<file path="src/rtl/core/rv32d_pkg.sv">
// Shared codes, tables and result type for the RV32I instruction decoder.
package rv32d_pkg;

    // Major opcodes (word bits 6:0)
    localparam logic [6:0] OPC_OP     = 7'b0110011;
    localparam logic [6:0] OPC_LOAD   = 7'b0000011;
    localparam logic [6:0] OPC_JALR   = 7'b1100111;
    localparam logic [6:0] OPC_OPIMM  = 7'b0010011;
    localparam logic [6:0] OPC_STORE  = 7'b0100011;
    localparam logic [6:0] OPC_BRANCH = 7'b1100011;
    localparam logic [6:0] OPC_LUI    = 7'b0110111;
    localparam logic [6:0] OPC_AUIPC  = 7'b0010111;
    localparam logic [6:0] OPC_JAL    = 7'b1101111;

    // funct3 codes that need special handling
    localparam logic [2:0] F3_ADD_SUB = 3'd0;
    localparam logic [2:0] F3_SLL     = 3'd1;
    localparam logic [2:0] F3_SRL_SRA = 3'd5;
    localparam logic [2:0] F3_JALR    = 3'd0;

    // Operation codes
    localparam logic [5:0] OP_ADD     = 6'd0;
    localparam logic [5:0] OP_SUB     = 6'd1;
    localparam logic [5:0] OP_SLL     = 6'd2;
    localparam logic [5:0] OP_SLT     = 6'd3;
    localparam logic [5:0] OP_SLTU    = 6'd4;
    localparam logic [5:0] OP_XOR     = 6'd5;
    localparam logic [5:0] OP_SRL     = 6'd6;
    localparam logic [5:0] OP_SRA     = 6'd7;
    localparam logic [5:0] OP_OR      = 6'd8;
    localparam logic [5:0] OP_AND     = 6'd9;
    localparam logic [5:0] OP_ADDI    = 6'd10;
    localparam logic [5:0] OP_SLTI    = 6'd11;
    localparam logic [5:0] OP_SLTIU   = 6'd12;
    localparam logic [5:0] OP_XORI    = 6'd13;
    localparam logic [5:0] OP_ORI     = 6'd14;
    localparam logic [5:0] OP_ANDI    = 6'd15;
    localparam logic [5:0] OP_SLLI    = 6'd16;
    localparam logic [5:0] OP_SRLI    = 6'd17;
    localparam logic [5:0] OP_SRAI    = 6'd18;
    localparam logic [5:0] OP_LUI     = 6'd19;
    localparam logic [5:0] OP_AUIPC   = 6'd20;
    localparam logic [5:0] OP_LB      = 6'd21;
    localparam logic [5:0] OP_LH      = 6'd22;
    localparam logic [5:0] OP_LW      = 6'd23;
    localparam logic [5:0] OP_LBU     = 6'd24;
    localparam logic [5:0] OP_LHU     = 6'd25;
    localparam logic [5:0] OP_SB      = 6'd26;
    localparam logic [5:0] OP_SH      = 6'd27;
    localparam logic [5:0] OP_SW      = 6'd28;
    localparam logic [5:0] OP_BEQ     = 6'd29;
    localparam logic [5:0] OP_BNE     = 6'd30;
    localparam logic [5:0] OP_BLT     = 6'd31;
    localparam logic [5:0] OP_BGE     = 6'd32;
    localparam logic [5:0] OP_BLTU    = 6'd33;
    localparam logic [5:0] OP_BGEU    = 6'd34;
    localparam logic [5:0] OP_JAL     = 6'd35;
    localparam logic [5:0] OP_JALR    = 6'd36;
    localparam logic [5:0] OP_INVALID = 6'd37;

    // Format classes
    localparam logic [2:0] FMT_R = 3'd0;
    localparam logic [2:0] FMT_I = 3'd1;
    localparam logic [2:0] FMT_S = 3'd2;
    localparam logic [2:0] FMT_B = 3'd3;
    localparam logic [2:0] FMT_U = 3'd4;
    localparam logic [2:0] FMT_J = 3'd5;
    localparam logic [2:0] FMT_X = 3'd6;

    // Operation by funct3, per opcode group
    localparam logic [5:0] R_OPS [8] = '{OP_ADD, OP_SLL, OP_SLT, OP_SLTU,
                                         OP_XOR, OP_SRL, OP_OR, OP_AND};
    localparam logic [5:0] OPIMM_OPS [8] = '{OP_ADDI, OP_SLLI, OP_SLTI, OP_SLTIU,
                                             OP_XORI, OP_SRLI, OP_ORI, OP_ANDI};
    localparam logic [5:0] LOAD_OPS [8] = '{OP_LB, OP_LH, OP_LW, OP_INVALID,
                                            OP_LBU, OP_LHU, OP_INVALID, OP_INVALID};
    localparam logic [5:0] STORE_OPS [8] = '{OP_SB, OP_SH, OP_SW, OP_INVALID,
                                             OP_INVALID, OP_INVALID, OP_INVALID,
                                             OP_INVALID};
    localparam logic [5:0] BRANCH_OPS [8] = '{OP_BEQ, OP_BNE, OP_INVALID, OP_INVALID,
                                              OP_BLT, OP_BGE, OP_BLTU, OP_BGEU};

    // One decoded instruction
    typedef struct packed {
        logic [5:0]         op_kind;
        logic [2:0]         format_class;
        logic [4:0]         dest_reg;
        logic [4:0]         src_reg_a;
        logic [4:0]         src_reg_b;
        logic signed [31:0] immediate;
        logic               branch_flag;
        logic               jump_flag;
        logic               load_flag;
        logic               store_flag;
    } decode_result_t;

endpackage

</file>
<file path="src/rtl/core/rv32d_decode.sv">
// Combinational RV32I field decode: operation, format, registers, immediate, flags.
module rv32d_decode
(
    input  logic [31:0]                word,
    output rv32d_pkg::decode_result_t  result
);

    logic [6:0]  opc;
    logic [2:0]  f3;
    logic        f7nz;
    logic [31:0] imm_i;
    logic [31:0] imm_s;
    logic [31:0] imm_b;
    logic [31:0] imm_u;
    logic [31:0] imm_j;
    logic [31:0] shamt;
    logic [5:0]  op;
    logic [2:0]  fmt;
    logic [31:0] imm;
    logic        br;
    logic        jmp;
    logic        ld;
    logic        st;

    // Field slices and immediates for every format
    assign opc   = word[6:0];
    assign f3    = word[14:12];
    assign f7nz  = |word[31:25];
    assign imm_i = {{20{word[31]}}, word[31:20]};
    assign imm_s = {{20{word[31]}}, word[31:25], word[11:7]};
    assign imm_b = {{19{word[31]}}, word[31], word[7], word[30:25], word[11:8], 1'b0};
    assign imm_u = {word[31:12], 12'b0};
    assign imm_j = {{11{word[31]}}, word[31], word[19:12], word[20], word[30:21], 1'b0};
    assign shamt = {27'b0, word[24:20]};

    // Opcode decode
    always_comb
    begin
        op  = rv32d_pkg::OP_INVALID;
        fmt = rv32d_pkg::FMT_X;
        imm = 32'b0;
        br  = 1'b0;
        jmp = 1'b0;
        ld  = 1'b0;
        st  = 1'b0;
        unique case (opc)
            rv32d_pkg::OPC_OP:
            begin
                fmt = rv32d_pkg::FMT_R;
                op  = rv32d_pkg::R_OPS[f3];
                // any nonzero funct7 picks SUB / SRA
                if (f7nz && (f3 == rv32d_pkg::F3_ADD_SUB || f3 == rv32d_pkg::F3_SRL_SRA))
                begin
                    op = rv32d_pkg::R_OPS[f3] + 6'd1;
                end
            end
            rv32d_pkg::OPC_LOAD:
            begin
                fmt = rv32d_pkg::FMT_I;
                ld  = 1'b1;
                op  = rv32d_pkg::LOAD_OPS[f3];
                imm = imm_i;
            end
            rv32d_pkg::OPC_JALR:
            begin
                fmt = rv32d_pkg::FMT_I;
                if (f3 == rv32d_pkg::F3_JALR)
                begin
                    op  = rv32d_pkg::OP_JALR;
                    jmp = 1'b1;
                    imm = imm_i;
                end
            end
            rv32d_pkg::OPC_OPIMM:
            begin
                fmt = rv32d_pkg::FMT_I;
                op  = rv32d_pkg::OPIMM_OPS[f3];
                imm = imm_i;
                // shifts carry shamt only
                if (f3 == rv32d_pkg::F3_SLL || f3 == rv32d_pkg::F3_SRL_SRA)
                begin
                    imm = shamt;
                    if (f3 == rv32d_pkg::F3_SRL_SRA && f7nz)
                    begin
                        op = rv32d_pkg::OP_SRAI;
                    end
                end
            end
            rv32d_pkg::OPC_STORE:
            begin
                fmt = rv32d_pkg::FMT_S;
                st  = 1'b1;
                op  = rv32d_pkg::STORE_OPS[f3];
                imm = imm_s;
            end
            rv32d_pkg::OPC_BRANCH:
            begin
                fmt = rv32d_pkg::FMT_B;
                br  = 1'b1;
                op  = rv32d_pkg::BRANCH_OPS[f3];
                imm = imm_b;
            end
            rv32d_pkg::OPC_LUI:
            begin
                fmt = rv32d_pkg::FMT_U;
                op  = rv32d_pkg::OP_LUI;
                imm = imm_u;
            end
            rv32d_pkg::OPC_AUIPC:
            begin
                fmt = rv32d_pkg::FMT_U;
                op  = rv32d_pkg::OP_AUIPC;
                imm = imm_u;
            end
            rv32d_pkg::OPC_JAL:
            begin
                fmt = rv32d_pkg::FMT_J;
                op  = rv32d_pkg::OP_JAL;
                jmp = 1'b1;
                imm = imm_j;
            end
            default:
            begin
                op = rv32d_pkg::OP_INVALID;
            end
        endcase
    end

    // Pack the result; an invalid operation never carries an immediate
    always_comb
    begin
        result.op_kind      = op;
        result.format_class = fmt;
        result.dest_reg     = word[11:7];
        result.src_reg_a    = word[19:15];
        result.src_reg_b    = word[24:20];
        result.immediate    = (op == rv32d_pkg::OP_INVALID) ? 32'sd0 : $signed(imm);
        result.branch_flag  = br;
        result.jump_flag    = jmp;
        result.load_flag    = ld;
        result.store_flag   = st;
    end

endmodule

</file>
<file path="src/rtl/core/rv32i_instruction_decoder_top.sv">
// Top level of the RV32I instruction decoder: input register, decode, result register.
//
// Decodes one 32-bit RV32I instruction word per beat into operation code, format class,
// register fields, sign-extended immediate and branch/jump/load/store flags. The block
// holds no architectural state. Throughput is one instruction per clock while out_stall is
// low; the path is an input register stage, the field decode and a result register
// stage, in that order. Both channels use valid/stall; in_stall is high exactly while
// both stages are full and the result side is stalled, so after the result side stalls
// the input takes at most one more beat before it stalls too.
module rv32i_instruction_decoder_top
(
    input  logic               clk,
    input  logic               rst_n,
    // instruction channel
    input  logic               in_valid,
    output logic               in_stall,
    input  logic [31:0]        instr_word,
    // result channel
    output logic               out_valid,
    input  logic               out_stall,
    output logic [5:0]         op_kind,
    output logic [2:0]         format_class,
    output logic [4:0]         dest_reg,
    output logic [4:0]         src_reg_a,
    output logic [4:0]         src_reg_b,
    output logic signed [31:0] immediate,
    output logic               branch_flag,
    output logic               jump_flag,
    output logic               load_flag,
    output logic               store_flag
);

    logic                      in_valid_reg;
    logic                      in_valid_next;
    logic [31:0]               instr_reg;
    logic                      out_valid_reg;
    logic                      out_valid_next;
    rv32d_pkg::decode_result_t res_reg;
    rv32d_pkg::decode_result_t dec_result;
    logic                      out_load;
    logic                      in_load;

    // Stage handshake: result stage loads when empty or drained,
    // input stage loads when empty or moving on
    assign out_load       = !out_valid_reg || !out_stall;
    assign in_load        = !in_valid_reg || out_load;
    assign in_stall       = !in_load;
    assign in_valid_next  = in_load ? in_valid : 1'b1;
    assign out_valid_next = out_load ? in_valid_reg : 1'b1;

    // Valid flags
    always_ff @(posedge clk or negedge rst_n)
    begin
        if (!rst_n)
        begin
            in_valid_reg  <= 1'b0;
            out_valid_reg <= 1'b0;
        end
        else
        begin
            in_valid_reg  <= in_valid_next;
            out_valid_reg <= out_valid_next;
        end
    end

    // Input register
    always_ff @(posedge clk)
    begin
        if (in_load && in_valid)
        begin
            instr_reg <= instr_word;
        end
    end

    // Field decode
    rv32d_decode u_decode
    (
        .word   (instr_reg),
        .result (dec_result)
    );

    // Result register
    always_ff @(posedge clk)
    begin
        if (out_load && in_valid_reg)
        begin
            res_reg <= dec_result;
        end
    end

    // Outputs
    assign out_valid    = out_valid_reg;
    assign op_kind      = res_reg.op_kind;
    assign format_class = res_reg.format_class;
    assign dest_reg     = res_reg.dest_reg;
    assign src_reg_a    = res_reg.src_reg_a;
    assign src_reg_b    = res_reg.src_reg_b;
    assign immediate    = res_reg.immediate;
    assign branch_flag  = res_reg.branch_flag;
    assign jump_flag    = res_reg.jump_flag;
    assign load_flag    = res_reg.load_flag;
    assign store_flag   = res_reg.store_flag;

endmodule

</file>
<file path="config.mk">
export PLATFORM = sky130hd
export DESIGN_NAME = rv32i_instruction_decoder_top
export DESIGN_NICKNAME = d
export VERILOG_FILES = /design/src/rtl/core/rv32d_pkg.sv /design/src/rtl/core/rv32d_decode.sv /design/src/rtl/core/rv32i_instruction_decoder_top.sv
export SDC_FILE = /design/constraint.sdc
export NUM_CORES = 1
export LEC_CHECK = 0
export BUFFER_PORTS_ARGS = -buffer_cell sky130_fd_sc_hd__buf_2
export CAP_MARGIN = 15
export CORE_ASPECT_RATIO = 0.9
export CORE_UTILIZATION = 59
export DETAILED_ROUTE_END_ITERATION = 12
export PLACE_DENSITY = 0.86
export SYNTH_ARGS = -nofsm -noshare
export SYNTH_HDL_FRONTEND = slang
export SYNTH_SLANG_ARGS = --single-unit
</file>
<file path="constraint.sdc">
create_clock -name clk -period 8.2 [get_ports clk]
set_input_delay 2.05 -clock clk [delete_from_list [all_inputs] [get_ports clk]]
set_output_delay 2.05 -clock clk [all_outputs]
set_load 0.01 [all_outputs]
</file>
---- After elaboration in Yosys (flattened, before gate mapping) ----
Memories as Yosys holds them, arrays and structs flattened.
Index checks and enable logic that the tools add are counted.
Widths: inputs -> output; s select.
storage, ports and cells
  bits in registers ....................... 94
  memory bits (read-only) ................. 240
  input bits .............................. 36
  output and inout port bits .............. 62
  word-level logic and storage cells ...... 75
  memories ................................ 5
memories
  name              depth  width  rd ports  clocked after memory_dff  wr ports  line                 source
  (name not given)  8      6      1         0                         0         rv32d_decode.sv:54   op = rv32d_pkg::R_OPS[f3] + 6'd1;
  (name not given)  8      6      1         0                         0         rv32d_decode.sv:61   op = rv32d_pkg::LOAD_OPS[f3];
  (name not given)  8      6      1         0                         0         rv32d_decode.sv:100  op = rv32d_pkg::BRANCH_OPS[f3];
  (name not given)  8      6      1         0                         0         rv32d_decode.sv:77   op = rv32d_pkg::OPIMM_OPS[f3];
  (name not given)  8      6      1         0                         0         rv32d_decode.sv:93   op = rv32d_pkg::STORE_OPS[f3];
cells by class
  $add $sub $neg .......................... 1
  order comparisons ....................... 1
  eq/ne operators ......................... 12
  mux-type cells .......................... 26
  bitwise gates (word level) .............. 1
  reduce and logical (&&, ||, !) cells .... 16
operators by type and width
  cell                 count
  $pmux 32 s7          1
  $mux 6               13
  $mux 32              2
  $pmux 6 s9           1
  $eq 7x6->1 const B   3
  $eq 7x7->1 const B   3
  $pmux 3 s6           1
  $eq 7x5->1 const B   2
  $eq 7x2->1 const B   1
  $mux 1               7
  $reduce_or 7->1      1
  $add 6x1->6 const B  1
  $eq 6x6->1 const B   1
  $ge 4x4->1 const B   1
  $logic_and 1x1->1    4
  $logic_not 1->1      4
  $logic_or 1x1->1     4
  $not 3->4            1
  $eq 3x1->1 const B   1
  $eq 3x3->1 const B   1
  $logic_not 3->1      1
  $reduce_or 3->1      1
  $pmux 1 s2           1
  $reduce_or 2->1      1

---- Longest topological paths before layout ----
  word-level depth ........................ 8
  gate-level depth with buffers ........... 13
  depth with buffers taken out ............ 10

---- Hierarchy ----
A second synthesis with hierarchy kept.
second synthesis, totals
  cells, all modules ...................... 336
  area, all modules ....................... 4539.4 sq um
by module, submodules not included
  module                         times used  cells an instance  area each (sq um)  seq. area each (sq um)
  rv32i_instruction_decoder_top  1           100                2855.2             2812.7
  rv32d_decode                   1           236                1684.1             0.0

---- Least setup slack after synthesis ----
OpenSTA, ideal clock, no wires.
  kind .................................... input port to flip-flop
  start point ............................. in out_stall
  end point ............................... reg res_reg, in the netlist branch_flag (enable)
  setup time .............................. 569 ps
  arrival ................................. 6432 ps
  data required time ...................... 7631 ps
  setup slack ............................. 1199 ps
  cell stages on the path ................. 1
  path buffers ............................ 0
  cells stage by stage .................... a21boi_0
on the way
  cells in the longest elaborated chain, start to end .. 3
RTL lines
  element               line                                 source
  start, declared       rv32i_instruction_decoder_top.sv:20  input logic out_stall,
  $logic_not 1->1       rv32i_instruction_decoder_top.sv:45  assign out_load = !out_valid_reg || !out_stall;
  $logic_or 1x1->1      rv32i_instruction_decoder_top.sv:45
  $logic_and 1x1->1     rv32i_instruction_decoder_top.sv:85  if (out_load && in_valid_reg)
  end signal, assigned  rv32i_instruction_decoder_top.sv:87  res_reg <= dec_result;
  end, declared         rv32i_instruction_decoder_top.sv:38  rv32d_pkg::decode_result_t res_reg;
Every way passes these cells.
A chain may end at the register's enable or synchronous reset.

---- Worst setup path after layout ----
  start point ............................. in out_stall
  end point ............................... out in_stall
on the way
  cells in the longest elaborated chain, start to end .. 4
RTL lines
  element           line                                 source
  $logic_not 1->1   rv32i_instruction_decoder_top.sv:45
  $logic_or 1x1->1  rv32i_instruction_decoder_top.sv:45
  $logic_or 1x1->1  rv32i_instruction_decoder_top.sv:46  assign in_load = !in_valid_reg || out_load;
  $logic_not 1->1   rv32i_instruction_decoder_top.sv:47  assign in_stall = !in_load;
  end, declared     rv32i_instruction_decoder_top.sv:16  output logic in_stall,
Every way passes these cells.

==> metrics.txt <==
# TYPE chip_impl_metric gauge
chip_impl_metric{name="sink_count_of_the_clock_tree",unit=""} 94
chip_impl_metric{name="num_io_pins",unit=""} 98
chip_impl_metric{name="fraction_of_layout_cells_with_a_size_suffix_above_1",unit="%"} 37.76
chip_impl_info{name="root_buffer",value="sky130_fd_sc_hd__clkbuf_8"} 1
chip_impl_info{name="regToRegEndpoint",value="immediate[11]"} 1
chip_impl_metric{name="yosys_register_bits",unit=""} 94
chip_impl_metric{name="power_switching",unit="W"} 0.0002505
chip_impl_metric{name="number_of_flops_mapped_to_enable_cells_by_yosys",unit=""} 92
chip_impl_info{name="cp_top_delay_family",value="buffers and inverters"} 1
chip_impl_metric{name="synth_xor_xnor_area_share",unit="%"} 0.1944
chip_impl_metric{name="drtIter0Drc",unit=""} 331
chip_impl_info{name="crit_slowest_cell",value="sky130_fd_sc_hd__buf_2"} 1
chip_impl_metric{name="cts_buffer_depth",unit=""} 2
chip_impl_metric{name="worstRegToRegCells",unit=""} 10
chip_impl_metric{name="netSwitchingFraction",unit="%"} 25.14
chip_impl_metric{name="worst-endpoint-required",unit="ns"} 6.15
chip_impl_metric{name="p_int",unit="W"} 0.0007460
chip_impl_metric{name="final-max-slew-violation-count",unit=""} 0
chip_impl_metric{name="syn_avg_cell_area",unit="µm²"} 13.49
chip_impl_metric{name="routabilityCongestion",unit=""} 0.9027
chip_impl_metric{name="hpwl",unit="µm"} 6601
chip_impl_metric{name="starting_density",unit="%"} 62.40
chip_impl_metric{name="synthMuxAreaShare",unit="%"} 1.222
chip_impl_metric{name="synth-warning-count",unit=""} 0
chip_impl_metric{name="mappedNetlistNets",unit=""} 379
chip_impl_metric{name="post_synthesis_share_of_cell_area_spent_on_full_adders_half_adders_and_majority_gates",unit="%"} 2.499
chip_impl_info{name="timing.critical_path.to_type",value="primary output"} 1
chip_impl_metric{name="worst_pin_slew",unit="ns"} 1.155
chip_impl_metric{name="global_route.overflow_total",unit=""} 0
chip_impl_info{name="synthDominantAreaCellType",value="sky130_fd_sc_hd__edfxtp_1"} 1
chip_impl_metric{name="synth_compound_gate_area_share",unit="%"} 16.86
chip_impl_metric{name="p_clk_share",unit="%"} 30.3
chip_impl_metric{name="chipHeight",unit="µm"} 84.91
chip_impl_metric{name="cts_inserted_buffers",unit=""} 9
chip_impl_metric{name="post_cts_buffers",unit=""} 0
chip_impl_metric{name="dpl.cell_count",unit=""} 506
chip_impl_info{name="synth.area.top_cells",value="sky130_fd_sc_hd__edfxtp_1 61%, sky130_fd_sc_hd__a21oi_2 6.0%, sky130_fd_sc_hd__a21oi_1 2.9%"} 1
chip_impl_metric{name="max_slew_margin",unit="%"} 22.67
chip_impl_metric{name="area_growth_syn_to_layout",unit="%"} 15.08
chip_impl_metric{name="layout.nets",unit=""} 469
chip_impl_metric{name="grt_pass1_wl",unit="µm"} 15190
chip_impl_metric{name="area_of_the_mapped_netlist",unit="mm²"} 0.004506
chip_impl_metric{name="vdd_drop_max",unit="V"} 0.0001783
chip_impl_info{name="path_cells",value="buf_2, nand3_1, inv_1, buf_2"} 1
chip_impl_metric{name="seq_area_frac_synth",unit="%"} 62.43
chip_impl_metric{name="detailroute.via_count",unit=""} 3167
chip_impl_metric{name="cts-hold-fix-buffers",unit=""} 0
chip_impl_info{name="critPathMostFrequentCell",value="sky130_fd_sc_hd__buf_2"} 1
chip_impl_metric{name="critical_path_cell_count",unit=""} 4
chip_impl_info{name="worst_hold_path_startpoint",value="instr_reg[18]"} 1
chip_impl_metric{name="avgViaCountPerCell",unit=""} 6.067
chip_impl_metric{name="postRouteAntennaNets",unit=""} 0
chip_impl_metric{name="critPathArrivalTime",unit="ns"} 2.48
chip_impl_info{name="run_status",value="finished clean"} 1
chip_impl_info{name="start_kind",value="input port"} 1
chip_impl_metric{name="port-buffer-count",unit=""} 97
chip_impl_info{name="grt_setup_unrepaired",value="false"} 1
chip_impl_metric{name="insertedDiodeCount",unit=""} 0
chip_impl_info{name="tritoncts_clock_tree",value="built"} 1
chip_impl_metric{name="final_setup_tns",unit="ns"} 0
chip_impl_metric{name="grt_start_max_net_pins",unit=""} 61
chip_impl_metric{name="comb_power_share",unit="%"} 10.8
chip_impl_metric{name="maxCapViolations",unit=""} 0
chip_impl_metric{name="core.rowCount",unit=""} 29
chip_impl_metric{name="setup_violations",unit=""} 0
chip_impl_metric{name="timing.critical_path.buf_inv",unit=""} 3
chip_impl_metric{name="synthCells",unit=""} 334
chip_impl_metric{name="timing.final.crit_share",unit="%"} 55.25
chip_impl_metric{name="grt_pass1_vias",unit=""} 3014
chip_impl_metric{name="timing.reg2reg.setup_slack",unit="ns"} 4.44
chip_impl_metric{name="drt_pass1_iterations",unit=""} 5
chip_impl_metric{name="layoutNonFillerInstCount",unit=""} 522
chip_impl_info{name="synth.most_common_cell",value="sky130_fd_sc_hd__edfxtp_1"} 1
chip_impl_metric{name="synth.top_cell.area_share",unit="%"} 61.32
chip_impl_info{name="synth_top_family_by_area",value="compound AO/OA/AOI/OAI gates"} 1
chip_impl_info{name="synth_top_flop_cell",value="sky130_fd_sc_hd__edfxtp_1"} 1
chip_impl_info{name="worstSetupPathType",value="input port to primary output"} 1
chip_impl_metric{name="antenna_found_initial",unit=""} 0
chip_impl_metric{name="synth_cell_types",unit=""} 60
chip_impl_metric{name="path_clk_slew",unit="ns"} 0.09
chip_impl_metric{name="fmax",unit="MHz"} 220.7
chip_impl_metric{name="post_cts_resize_count",unit=""} 0
chip_impl_metric{name="grtUsageTotal",unit="%"} 25.59
chip_impl_info{name="rr_startpoint",value="instr_reg[13]"} 1
chip_impl_metric{name="placeableCoreArea",unit="mm²"} 0.007221
chip_impl_metric{name="max_clock_skew",unit="ns"} 0.01532
chip_impl_metric{name="routed_wirelength",unit="µm"} 9626
chip_impl_metric{name="worstPathMaxFanout",unit=""} 3
chip_impl_metric{name="hold_viol_final",unit=""} 0
chip_impl_metric{name="seq_power_share",unit="%"} 58.9
chip_impl_metric{name="postSynth.asyncResetShare",unit="%"} 2.128
chip_impl_metric{name="h-tree-depth",unit=""} 3
chip_impl_metric{name="synth_simple_gate_area_share",unit="%"} 12.44
chip_impl_metric{name="min_period",unit="ns"} 4.530
chip_impl_info{name="worstHoldEndpoint",value="src_reg_a[3]"} 1
chip_impl_metric{name="die-area",unit="mm²"} 0.007991
chip_impl_info{name="synth_common_cells",value="92 x sky130_fd_sc_hd__edfxtp_1, 31 x sky130_fd_sc_hd__a21oi_2, 28 x sky130_fd_sc_hd__nand2_1"} 1
chip_impl_info{name="hold_class",value="flop to flop"} 1
chip_impl_metric{name="timing.critical_path.slowest_cell_delay",unit="ns"} 0.13
chip_impl_metric{name="power.total",unit="W"} 0.0009965
chip_impl_metric{name="worst_skew_pair.late_latency",unit="ns"} 0.36
chip_impl_metric{name="fp.dieW",unit="µm"} 94.12
chip_impl_metric{name="post-route-drc-count",unit=""} 0
chip_impl_metric{name="wire_per_inst",unit="µm"} 18.44
chip_impl_metric{name="holdPathStages",unit=""} 0
chip_impl_metric{name="leakagePower",unit="nW"} 1.942
chip_impl_metric{name="pwr_density_cell",unit="mW/mm²"} 192.2
[routing by layer]
metal	share of wire (%)	GRT usage, %
met1	41	35.94
met2	49	39.48
met3	7.9	5.556
met4	1.7	9.650
met5	0	0
[through the flow]
step / instance area, µm² / worst slack (ns) / hold WS (ns) / util, %
3_5_place_dp: 4987 / 3.667 / 0.4458 / 69.07
5_1_grt: 5185 / 3.643 / 0.4701 / 71.81
3_3_place_gp: 4987 / 3.695 / 0.4286 / 69.07
6_report: 5185 / 3.670 / 0.4532 / 71.81
4_1_cts: 5185 / 3.666 / 0.4507 / 71.81
2_1_floorplan: 4506 / 1.199 / 0.4267 / -
[placed cells by master, fill, tap and decap left out, types with 6 or more instances in the layout]
cell type                  synthesis  layout
sky130_fd_sc_hd__buf_2             7      97
sky130_fd_sc_hd__edfxtp_1         92      92
sky130_fd_sc_hd__a21oi_2          31      31
sky130_fd_sc_hd__nand2_1          28      28
sky130_fd_sc_hd__a21oi_1          26      26
sky130_fd_sc_hd__nor2_1           16      16
sky130_fd_sc_hd__ha_1              9       9
sky130_fd_sc_hd__clkbuf_8          0       9
sky130_fd_sc_hd__o21ai_0           8       8
sky130_fd_sc_hd__nor2b_1           7       7
sky130_fd_sc_hd__inv_1             7       7
sky130_fd_sc_hd__and2_1            6       6
sky130_fd_sc_hd__a22oi_1           6       6
[worst register-to-register path, cell delays in order, from the launching register on]
cell and delay [ns]:
sky130_fd_sc_hd__edfxtp_1 0.62, sky130_fd_sc_hd__inv_1 0.19, sky130_fd_sc_hd__ha_1 0.36, sky130_fd_sc_hd__mux2_4 0.30, sky130_fd_sc_hd__ha_1 0.28, sky130_fd_sc_hd__or2_2 0.30, sky130_fd_sc_hd__o221ai_1 0.27, sky130_fd_sc_hd__nand4b_4 0.16
sky130_fd_sc_hd__nor4bb_4 0.30, sky130_fd_sc_hd__buf_4 0.52, sky130_fd_sc_hd__a22oi_1 0.20
[final cells by class]
cell class                      count  area, µm²
Sequential cell                    94       2813
Fill cell                         523       2036
Multi-Input combinational cell    211       1516
Timing Repair Buffer              101      515.5
Clock buffer                       10      127.6
Tap cell                           93      116.4
Clock inverter                      6      70.07
Inverter                            7      26.28
[worst max path at each step]
stage          startpoint          end  slack (ns)
4_1_cts         out_stall     in_stall        3.67
3_3_place_gp    out_stall     in_stall        3.70
3_5_place_dp    out_stall     in_stall        3.67
2_1_floorplan   out_stall  branch_flag        1.20
6_report        out_stall     in_stall        3.67
5_1_grt         out_stall     in_stall        3.64
[power by group through the flow]
stage	logic (W)	registers, W	clock network [W]
global placement	0.000104	0.000595	0
finish	0.000107	0.000587	0.000302
detailed placement	0.000107	0.000597	0
CTS	0.000108	0.000586	0.000307
global route	0.000117	0.000590	0.000324
floorplan	0.0000696	0.000600	0
[cell families after synthesis]
family / Yosys count
compound gates: 103
flops: 94
simple gates: 93
buf+inv: 29
fa+ha+maj: 9
mux: 5
xor+xnor: 1
(Power assumes the default switching activity.)
